File: config.mk
export PLATFORM = sky130hd
export DESIGN_NAME = video_cube_moment_edge_operator_top
export DESIGN_NICKNAME = d
export VERILOG_FILES = /design/src/rtl/core/vcme_pkg.sv /design/src/rtl/core/vcme_ram.sv /design/src/rtl/core/video_cube_moment_edge_operator_top.sv
export SDC_FILE = /design/constraint.sdc
export NUM_CORES = 2
export LEC_CHECK = 0
export BUFFER_PORTS_ARGS = -buffer_cell sky130_fd_sc_hd__buf_4
export CAP_MARGIN = 5
export CORE_UTILIZATION = 63
export CTS_CLUSTER_SIZE = 40
export DETAILED_ROUTE_END_ITERATION = 8
export PLACE_DENSITY = 0.8
export SETUP_SLACK_MARGIN = 0.2
export SYNTH_ARGS = -nofsm -noshare
export SYNTH_HDL_FRONTEND = slang
export SYNTH_HIERARCHICAL = 1
export SYNTH_SLANG_ARGS = --single-unit
export TNS_END_PERCENT = 100
File: constraint.sdc
create_clock -name clk -period 29.1 [get_ports clk]
set_input_delay 2.91 -clock clk [delete_from_list [all_inputs] [get_ports clk]]
set_output_delay 2.91 -clock clk [all_outputs]
set_load 0.005 [all_outputs]
File: src/rtl/core/vcme_pkg.sv
// Package: shared types and constants for the cube moment edge operator.
package vcme_pkg;

  localparam int unsigned CubeDepth = 64;
  localparam int unsigned AddrWidth = 6;

  localparam logic [21:0] ScaleQ24 = 22'd4005269;
  localparam logic [16:0] W080 = 17'd53894;
  localparam logic [16:0] W024 = 17'd15530;
  localparam logic [16:0] W002 = 17'd1015;
  localparam logic [16:0] W100 = 17'd65536;

  typedef struct packed {
    logic       kind;
    logic [3:0] plane_position;
    logic [1:0] frame;
    logic [7:0] pixel;
  } cmd_t;

  typedef struct packed {
    logic        [18:0] zeroth_moment;
    logic signed [19:0] moment_x;
    logic signed [19:0] moment_y;
    logic signed [19:0] moment_t;
    logic signed [15:0] cos_alpha;
    logic signed [15:0] cos_beta;
    logic signed [15:0] cos_gamma;
  } result_t;

  // Weight of one cube cell, chosen by frame and plane position class.
  function automatic logic [16:0] cell_weight(input logic [5:0] addr);
    logic [1:0] cls;
    logic       outer;
    logic [1:0] r;
    logic [1:0] c;
    r = addr[3:2];
    c = addr[1:0];
    outer = (addr[5:4] == 2'd0) || (addr[5:4] == 2'd3);
    if ((r == 2'd1 || r == 2'd2) && (c == 2'd1 || c == 2'd2)) cls = 2'd0;
    else if (r == 2'd1 || r == 2'd2) cls = 2'd1;
    else if (c == 2'd0 || c == 2'd3) cls = 2'd2;
    else cls = 2'd3;
    case (cls)
      2'd0:    cell_weight = outer ? W080 : W100;
      2'd2:    cell_weight = outer ? W002 : W024;
      default: cell_weight = outer ? W024 : W080;
    endcase
  endfunction

endpackage

File: src/rtl/core/vcme_ram.sv
// Generic single-port RAM with registered read.
module vcme_ram #(
  parameter int unsigned Width = 8,
  parameter int unsigned Depth = 64
) (
  input  logic                     clk,
  input  logic                     we,
  input  logic [$clog2(Depth)-1:0] addr,
  input  logic [Width-1:0]         wdata,
  output logic [Width-1:0]         rdata
);
  logic [Width-1:0] mem [Depth];
  always_ff @(posedge clk) begin
    if (we) mem[addr] <= wdata;
    rdata <= mem[addr];
  end
endmodule

File: src/rtl/core/video_cube_moment_edge_operator_top.sv
// Top level: cube pixel store and sequencer around one shared datapath.
// Load: the pixel is written on the accepted start, busy stays low. Compute: busy
// through 64 pixel reads and a read-pipe drain, scaling, norm, a 29-step square
// root, three restoring divisions and output, and done strobes the result as
// busy drops. A new compute is accepted only once busy is low again.
// Reset clears the store, busy held high.
module video_cube_moment_edge_operator_top (
  input  logic              clk,
  input  logic              rst,
  input  logic              start,
  output logic              busy,
  input  vcme_pkg::cmd_t    cmd,
  output logic              done,
  output vcme_pkg::result_t result
);
  localparam int unsigned Depth = vcme_pkg::CubeDepth;
  localparam int unsigned Aw = vcme_pkg::AddrWidth;

  typedef enum logic [3:0] {
    S_CLEAR, S_IDLE, S_ACC, S_ACC_LAST, S_SCALE, S_NORM, S_SQRT,
    S_DIV, S_OUT
  } state_t;

  state_t state;
  logic [Aw:0] cnt;
  logic [6:0] step;
  logic [1:0] sel;
  logic       ram_we;
  logic [Aw-1:0] ram_addr;
  logic [7:0] ram_wdata, ram_rdata;
  logic [Aw-1:0] rd_addr;
  logic rd_valid;

  logic signed [37:0] s0, sx, sy, st;
  logic        [18:0] m0;
  logic signed [19:0] mv [3];
  logic [40:0] norm;
  logic [57:0] rad;
  logic [30:0] rem;
  logic [28:0] root;
  logic [28:0] sq;
  logic [43:0] dnum;
  logic [30:0] drem;
  logic [24:0] quo;
  logic signed [15:0] cosv [3];

  vcme_ram #(.Width(8), .Depth(Depth)) u_ram (
    .clk(clk), .we(ram_we), .addr(ram_addr), .wdata(ram_wdata), .rdata(ram_rdata)
  );

  always_comb begin
    ram_we = 1'b0;
    ram_addr = cnt[Aw-1:0];
    ram_wdata = 8'd0;
    if (state == S_CLEAR) ram_we = 1'b1;
    else if (state == S_IDLE && start && !cmd.kind) begin
      ram_we = 1'b1;
      ram_addr = {cmd.frame, cmd.plane_position};
      ram_wdata = cmd.pixel;
    end
  end

  // Shared multiply-accumulate: weight times pixel, then times each signed cell coordinate.
  logic [24:0] wp;
  logic signed [27:0] v;
  logic signed [2:0] cx, cy, ct;
  always_comb begin
    wp = 25'(vcme_pkg::cell_weight(rd_addr) * ram_rdata);
    v = signed'({3'b000, wp});
    cx = 3'(signed'({1'b0, rd_addr[1:0], 1'b0}) - 3'sd3);
    cy = 3'(3'sd3 - signed'({1'b0, rd_addr[3:2], 1'b0}));
    ct = 3'(signed'({1'b0, rd_addr[5:4], 1'b0}) - 3'sd3);
  end

  // Scaling: magnitude times K, rounded, saturated.
  // Accumulator magnitudes stay below 2^32.
  logic signed [37:0] sc_in;
  logic [31:0] sc_mag;
  logic [59:0] sc_prod;
  logic [25:0] sc_q;
  always_comb begin
    unique case (sel)
      2'd0: sc_in = sx;
      2'd1: sc_in = sy;
      default: sc_in = st;
    endcase
    sc_mag = sc_in[37] ? 32'(-sc_in) : 32'(sc_in);
    sc_prod = 60'(sc_mag * vcme_pkg::ScaleQ24) + (60'd1 << 33);
    sc_q = 26'(sc_prod >> 34);
  end

  logic [59:0] sc0_prod;
  always_comb sc0_prod = 60'(s0[31:0] * vcme_pkg::ScaleQ24) + (60'd1 << 31);

  logic [19:0] cmag;
  logic [30:0] trial;
  logic [31:0] rtrial;
  always_comb begin
    cmag = mv[sel][19] ? 20'(-mv[sel]) : 20'(mv[sel]);
    trial = {drem[29:0], dnum[43]} - {2'b00, root};
    rtrial = {rem[29:0], rad[57:56]} - {1'b0, root[28:0], 2'b01};
  end

  always_ff @(posedge clk) begin
    if (rst) begin
      state <= S_CLEAR;
      cnt <= '0;
      done <= 1'b0;
      busy <= 1'b1;
      rd_valid <= 1'b0;
    end else begin
      done <= 1'b0;
      unique case (state)
        S_CLEAR: begin
          cnt <= cnt + 1'b1;
          if (cnt == (Aw+1)'(Depth - 1)) begin
            state <= S_IDLE;
            busy <= 1'b0;
          end
        end
        S_IDLE: begin
          cnt <= '0;
          if (start && cmd.kind) begin
            busy <= 1'b1;
            state <= S_ACC;
            s0 <= '0; sx <= '0; sy <= '0; st <= '0;
            rd_valid <= 1'b0;
          end
        end
        S_ACC, S_ACC_LAST: begin
          rd_addr <= cnt[Aw-1:0];
          rd_valid <= (state == S_ACC);
          if (rd_valid) begin
            s0 <= s0 + 38'(v);
            sx <= sx + 38'(v * cx);
            sy <= sy + 38'(v * cy);
            st <= st + 38'(v * ct);
          end
          if (state == S_ACC) begin
            cnt <= cnt + 1'b1;
            if (cnt == (Aw+1)'(Depth - 1)) state <= S_ACC_LAST;
          end else if (!rd_valid) begin
            state <= S_SCALE;
            sel <= 2'd0;
          end
        end
        S_SCALE: begin
          m0 <= (sc0_prod[59:32] > 28'd524287) ? 19'h7FFFF : sc0_prod[50:32];
          if (sc_in[37])
            mv[sel] <= (sc_q > 26'd524288) ? -20'sd524288 : 20'(-signed'({1'b0, sc_q}));
          else
            mv[sel] <= (sc_q > 26'd524287) ? 20'sd524287 : 20'(sc_q);
          if (sel == 2'd2) begin
            state <= S_NORM;
            sel <= 2'd0;
            norm <= '0;
          end else sel <= sel + 1'b1;
        end
        S_NORM: begin
          norm <= norm + 41'(cmag * cmag);
          if (sel == 2'd2) begin
            state <= S_SQRT;
            step <= '0;
            rad <= {1'b0, norm + 41'(cmag * cmag), 16'd0};
            rem <= '0;
            root <= '0;
          end else sel <= sel + 1'b1;
        end
        S_SQRT: begin
          rad <= rad << 2;
          if (!rtrial[31]) begin
            rem <= rtrial[30:0];
            root <= {root[27:0], 1'b1};
          end else begin
            rem <= {rem[28:0], rad[57:56]};
            root <= {root[27:0], 1'b0};
          end
          step <= step + 1'b1;
          if (step == 7'd28) begin
            state <= S_DIV;
            sel <= 2'd0;
            step <= '0;
            sq <= '0;
          end
        end
        S_DIV: begin
          // Compute q = ((mag<<23)+s) / (2s): numerator then shift-subtract.
          if (step == 7'd0) begin
            sq <= root;
            dnum <= 44'({cmag, 23'd0}) + 44'(root);
            drem <= '0;
            quo <= '0;
            root <= {root[27:0], 1'b0};
            step <= 7'd1;
          end else begin
            dnum <= dnum << 1;
            if (!trial[30]) begin
              drem <= trial;
              quo <= {quo[23:0], 1'b1};
            end else begin
              drem <= {drem[29:0], dnum[43]};
              quo <= {quo[23:0], 1'b0};
            end
            step <= step + 1'b1;
            if (step == 7'd44) begin
              root <= sq;
              step <= '0;
              if (sq == '0) cosv[sel] <= '0;
              else begin
                logic [24:0] qf;
                qf = (!trial[30]) ? {quo[23:0], 1'b1} : {quo[23:0], 1'b0};
                if (qf > 25'd16384) qf = 25'd16384;
                cosv[sel] <= mv[sel][19] ? 16'(-signed'({1'b0, qf[14:0]}))
                                         : 16'(qf[14:0]);
              end
              if (sel == 2'd2) state <= S_OUT;
              else sel <= sel + 1'b1;
            end
          end
        end
        S_OUT: begin
          done <= 1'b1;
          busy <= 1'b0;
          state <= S_IDLE;
        end
        default: state <= S_IDLE;
      endcase
    end
  end

  always_comb begin
    result.zeroth_moment = m0;
    result.moment_x = mv[0];
    result.moment_y = mv[1];
    result.moment_t = mv[2];
    result.cos_alpha = cosv[0];
    result.cos_beta = cosv[1];
    result.cos_gamma = cosv[2];
  end
endmodule

# After elaboration in Yosys (flattened, before gate mapping)
# Memory sizes are Yosys's and may differ from the RTL's. A register that Yosys moved wholly into a read port is not among the register bits.
# Cells that the tools add are included.
[op_classes]
addsub = 20
n_mul = 7
div_mod_pow = 0
order_cmp = 4
n_eq_ne = 36
n_shift = 0
n_mux = 110
bitwise = 3
n_reduce_logical = 39
[ops]
columns = ["operator", "n"]
rows = [
  ["$pmux 38 s2", 5],
  ["$mux 38", 5],
  ["$mux 29", 5],
  ["$pmux 58 s2", 1],
  ["$add 38x29->38", 3],
  ["$mul 32x22->54 const B", 2],
  ["$mux 15", 6],
  ["$mux 30", 3],
  ["$mul 26x3->29", 3],
  ["$pmux 29 s3", 1],
  ["$pmux 41 s2", 1],
  ["$mux 20", 4],
  ["$pmux 30 s2", 1],
  ["$mux 58", 1],
  ["$pmux 29 s2", 1],
  ["$add 54x32->55 const B", 1],
  ["$add 54x34->55 const B", 1],
  ["$mux 16", 3],
  ["$add 43x29->44", 1],
  ["$mux 4", 11],
  ["$mux 44", 1],
  ["$pmux 7 s3", 2],
  ["$add 41x40->41", 1],
  ["$mux 41", 1],
  ["58 further kinds", 155],
]
[word_totals]
register_bits = 485
latchBits = 0
ram_bits = 620
rom_bits = 0
in_bits = 18
out_inout_bits = 129
wordCells = 244
memories = 3
[mem_list]
columns = ["name", "depth", "width", "read_ports", "rd_clocked_by_memory_dff", "write_ports", "line", "source"]
rows = [
  ["u_ram.mem", 64, 8, 1, 1, 1, "vcme_ram.sv:12", "logic [Width-1:0] mem [Depth];"],
  ["mv", 3, 20, 4, 1, 1, "video_cube_moment_edge_operator_top.sv:36", "logic signed [19:0] mv [3];"],
  ["cosv", 3, 16, 3, 0, 1, "video_cube_moment_edge_operator_top.sv:45", "logic signed [15:0] cosv [3];"],
]

# Logic depth before layout (Yosys ltp)
[depth]
depth_word = 12
depth_mapped = 45

# Cells and area by module
# The synthesis kept the hierarchy.
[modules_own_cells]
columns = ["mod", "instances", "cells_each", "area_each_um2", "seq_area_each_um2"]
rows = [
  ["video_cube_moment_edge_operator_top", 1, 8088, 81130.3, 17646.9],
  ["vcme_ram", 1, 1170, 20002.9, 15534.9],
]

# Worst setup path after synthesis
# Ideal clock, no wire load.
[synth_timing]
kind = "input to register"
startpoint = "input port rst"
endpoint = "register s0[0], enable pin"
setup_ns = 0.830
arrival_ns = 12.989
t_required_ns = 28.270
slack_ns = 15.280
cell_stages = 2
cell_sequence = "clkbuf_1 -> nor3_1"
[synth_between]
elab_chain_cells = 2
[synth_lines]
columns = ["item", "line", "source"]
rows = [
  ["start: declaration", "video_cube_moment_edge_operator_top.sv:9", "input logic rst,"],
  ["$not 1->1 (no source line)", "n/a", ""],
  ["$reduce_and 4->1 (no source line)", "n/a", ""],
  ["end signal: assignment", "video_cube_moment_edge_operator_top.sv:134", "s0 <= s0 + 38'(v);"],
  ["end: declaration", "video_cube_moment_edge_operator_top.sv:34", "logic signed [37:0] s0, sx, sy, st;"],
]
# Every way passes these cells.
# A chain may end at the register's enable or synchronous reset.

# Worst setup path after layout
[layout_timing]
startpoint = "register sel[0]"
endpoint = "memory mv[0][11] (data pin)"
[layout_between]
elab_chain_cells = 9
[layout_lines]
columns = ["item", "line", "source"]
rows = [
  ["start: declaration", "video_cube_moment_edge_operator_top.sv:27", "logic [1:0] sel;"],
  ["start signal: assignment", "video_cube_moment_edge_operator_top.sv:157", "end else sel <= sel + 1'b1;"],
  ["start signal: assignment", "video_cube_moment_edge_operator_top.sv:167", "end else sel <= sel + 1'b1;"],
  ["start signal: assignment", "video_cube_moment_edge_operator_top.sv:217", "else sel <= sel + 1'b1;"],
  ["$eq 2x1->1 or $logic_not 2->1 (tied branches)", "video_cube_moment_edge_operator_top.sv:82", "unique case (sel)"],
  ["$pmux 38 s2 *", "video_cube_moment_edge_operator_top.sv:82", ""],
  ["$neg 32->32", "video_cube_moment_edge_operator_top.sv:87", "sc_mag = sc_in[37] ? 32'(-sc_in) : 32'(sc_in);"],
  ["$mux 32", "video_cube_moment_edge_operator_top.sv:87", ""],
  ["$mul 32x22->54", "video_cube_moment_edge_operator_top.sv:88", "sc_prod = 60'(sc_mag * vcme_pkg::ScaleQ24) + (60'd1 << 33);"],
  ["$add 54x34->55", "video_cube_moment_edge_operator_top.sv:88", ""],
  ["$neg 20->20, or another cell as far along", "video_cube_moment_edge_operator_top.sv:150", "mv[sel] <= (sc_q > 26'd524288) ? -20'sd524288 : 20'(-signed'({1'b0, sc_q}));"],
  ["$mux 20 (on tied branches)", "video_cube_moment_edge_operator_top.sv:150, video_cube_moment_edge_operator_top.sv:152", ""],
  ["$mux 20 (no source line) *", "n/a", ""],
  ["end: declaration", "video_cube_moment_edge_operator_top.sv:36", ""],
]
# Every way passes the cells marked *; elsewhere a longest branch is shown, timed or not.

==> qor.tcl <==
set qor(fp.dieArea_mm2) 0.162
set qor(detail_route.drc_violations) 0
set qor(initial_core_util_pct) 63.6
set qor(first_global_vias) 74062
set qor(hold_violations) 0
set qor(postSynth.topFlopCell) {sky130_fd_sc_hd__edfxtp_1}
set qor(numnets_final) 11629
set qor(clock_latency_ns) 0.81
set qor(pin_count) 147
set qor(post_cts_buffers) 0
set qor(chipHeight_um) 403
set qor(worst_slew_margin_rel_pct) 16.4
set qor(grt_start_max_net_pins) 147
set qor(synth_warnings) 6
set qor(placement.io_buffers) 146
set qor(synth-edff-count) 1089
set qor(cts-root-buf) {sky130_fd_sc_hd__clkbuf_16}
set qor(detailedRoute.firstIterationViolations) 6717
set qor(dp_slack_ns) 16.78
set qor(ys_seq_elements) 1113
set qor(vias_per_cell) 6.14
set qor(fp.dieW_um) 403
set qor(critical_path_buf_inv_count) 7
set qor(worst_ep_arrival_time_ns) 13.10
set qor(vias) 70947
set qor(worstSetupPathType) {reg -> reg}
set qor(dp.final_hpwl_mm) 199
set qor(min-delay-path-class) {reg -> reg}
set qor(totalWireLength_mm) 261
set qor(crit_path_time_final_ns) 12.60
set qor(timing.max_cap.violations) 0
set qor(post_drt_wl_per_cell_um) 22.6
set qor(run_status) {completed}
set qor(cts_made_buffers) 119
set qor(critPathSlowestCell) {sky130_fd_sc_hd__xnor2_1}
set qor(critPathCaptureType) {flop}
set qor(netlist_area_mm2) 0.101
set qor(cts-resized-gates) 0
set qor(grt_pass1_wl_mm) 413
set qor(timing.fmax_mhz) 79.4
set qor(final.period_utilization_pct) 43.3
set qor(clockBufferDepth) 3
set qor(h-tree-depth) 3
set qor(area.growth.synth_to_final_pct) 7.74
set qor(worst-path-max-fanout) 37
set qor(overall_track_demand_over_capacity_in_global_routing_pct) 32.6
set qor(grt.overflow.total) 0
set qor(timing_worst_slew_pin_value_ns) 1.25
set qor(synth.distinct_cells) 110
set qor(cpMostUsedCell) {sky130_fd_sc_hd__fa_1}
set qor(crit_family) {adder cells}
set qor(worst-endpoint-required_ns) 29.60
set qor(syn_inst) 9258
set qor(detailedRoute.firstPassIterationCount) 7
set qor(rows) 146
set qor(crit_path_start_kind) {flop}
set qor(setup_viol_count_final) 0
set qor(syn_area_per_cell_um2) 10.9
set qor(route.antenna.remaining_nets) 0
set qor(grt_setup_unrepaired) {false}
set qor(postSynth.asyncResetShare_pct) 0
set qor(synth-seq-area-share_pct) 32.8
set qor(tritoncts) {done}
set qor(worst_setup_hold_path_clk_slew_ns) 0.06
set qor(drive_gt1_share_pct) 6.69
set qor(postCtsHoldBufs) 0
set qor(antenna_found_initial) 9
set qor(rrSetupSlack_ns) 16.50
set qor(clock_sinks) 1113
set qor(cp_slowest_stage_delay_ns) 0.85
set qor(postLayoutSetupSlackWorst_ns) 16.50
set qor(timing_max_transition_violations_final) 0
set qor(setup_tns_ns) 0
set qor(design.core.area_mm2) 0.159
set qor(gp_congestion) 0.964
set qor(final.setup_skew_ns) 0.129
==> layout make-up <==
type / instances / area [um2]
Tap cell: 2072 / 2590
Clock inverter: 88 / 1110
Multi-Input combinational cell: 6280 / 61000
Sequential cell: 1113 / 33200
Fill cell: 11460 / 50000
Antenna cell: 1 / 2.50
Clock buffer: 136 / 3100
Timing Repair Buffer: 252 / 1920
Inverter: 1606 / 6030
==> registers in the layout, indices dropped and copies added (netlist names), 2 cells and up, named ones only <==
signal	count
cnt	7
cosv	48
dnum	44
drem	30
m0	19
mv	80
norm	41
quo	24
rad	42
rd_addr	6
rem	30
root	29
s0	32
sel	2
sq	29
st	38
state	4
step	7
sx	38
sy	38
u_ram/mem	512
u_ram/rdata	8
==> through the flow <==
stage          instances  instance area [um2]  hold WS [ns]  util (%)
2_1_floorplan       9271               101000         0.453         -
3_3_place_gp       11322               105000         0.499      65.9
3_5_place_dp       11322               105000         0.494      65.9
4_1_cts            11546               109000         0.512      68.5
5_1_grt            11547               109000         0.546      68.6
6_report           11548               109000         0.509      68.6
==> layer usage <==
layer  up-vias  part of all wire (%)  wire length (um)  global-route usage [%]
li1      31750                     -                 -                       -
met1     35321                    40            104000                    43.9
met3       641                   8.2             21300                    4.93
met5         -                 0.013                35                       0
met4         6                   4.0             10500                    11.6
met2      3229                    48            125000                    54.1
==> worst min-delay path: cells and delay by family (launching register included) <==
kind	cells	cell delay, ns
flip-flops	1	0.32
AND/OR/NAND/NOR	2	0.08
==> synthesized netlist by cell type (all sizes together), types with 112 or more instances <==
master / count / share of area, %
clkbuf: 194 / 0.72
nand2: 521 / 1.9
edfxtp: 1089 / 32
inv: 1599 / 5.9
a21o: 128 / 0.95
xnor2: 219 / 1.9
ha: 1123 / 14
o21ai: 319 / 1.6
nor2: 721 / 2.7
nor3: 130 / 0.65
and2: 112 / 0.69
fa: 1116 / 22
xor2: 144 / 1.3
a21oi: 390 / 1.9
==> cell families (layout without fill, tap and decap cells) <==
family	Yosys count	count (layout)	share of synthesized area, %
xor+xnor	363	363	3.16
simple gates	2023	2023	9.38
compound gates	1522	1522	9.96
mux	117	117	1.63
flops	1113	1113	32.8
other cells	2	16	0.00743
buf+inv	1878	2082	7.06
fa+ha+maj	2240	2240	36.0
==> cells in the final DEF (no fill, tap or decap), types with 111 or more instances in the layout <==
cell | netlist | layout
sky130_fd_sc_hd__xnor2_1 | 218 | 214
sky130_fd_sc_hd__buf_4 | 6 | 250
sky130_fd_sc_hd__clkbuf_16 | 0 | 119
sky130_fd_sc_hd__xor2_1 | 143 | 143
sky130_fd_sc_hd__a21o_1 | 128 | 128
sky130_fd_sc_hd__o21ai_0 | 304 | 302
sky130_fd_sc_hd__a21oi_1 | 388 | 386
sky130_fd_sc_hd__nor3_1 | 129 | 127
sky130_fd_sc_hd__nor2_1 | 719 | 712
sky130_fd_sc_hd__inv_1 | 1595 | 1595
sky130_fd_sc_hd__edfxtp_1 | 1089 | 1089
sky130_fd_sc_hd__fa_1 | 1116 | 1116
sky130_fd_sc_hd__ha_1 | 1123 | 1121
sky130_fd_sc_hd__nand2_1 | 521 | 519
sky130_fd_sc_hd__nand3_1 | 111 | 111
==> worst paths after layout <==
check	start	to	depth (start not counted)
setup reg to reg	sel[0]	mv[0][11]	37
setup / recovery	sel[0]	mv[0][11]	37
hold / removal	rad[16]	rad[18]	2
hold reg to reg	rad[16]	rad[18]	2
Power is left out: the tool's default activity adds up to more than one toggle a clock period on the data nets, which glitch-free logic cannot reach.
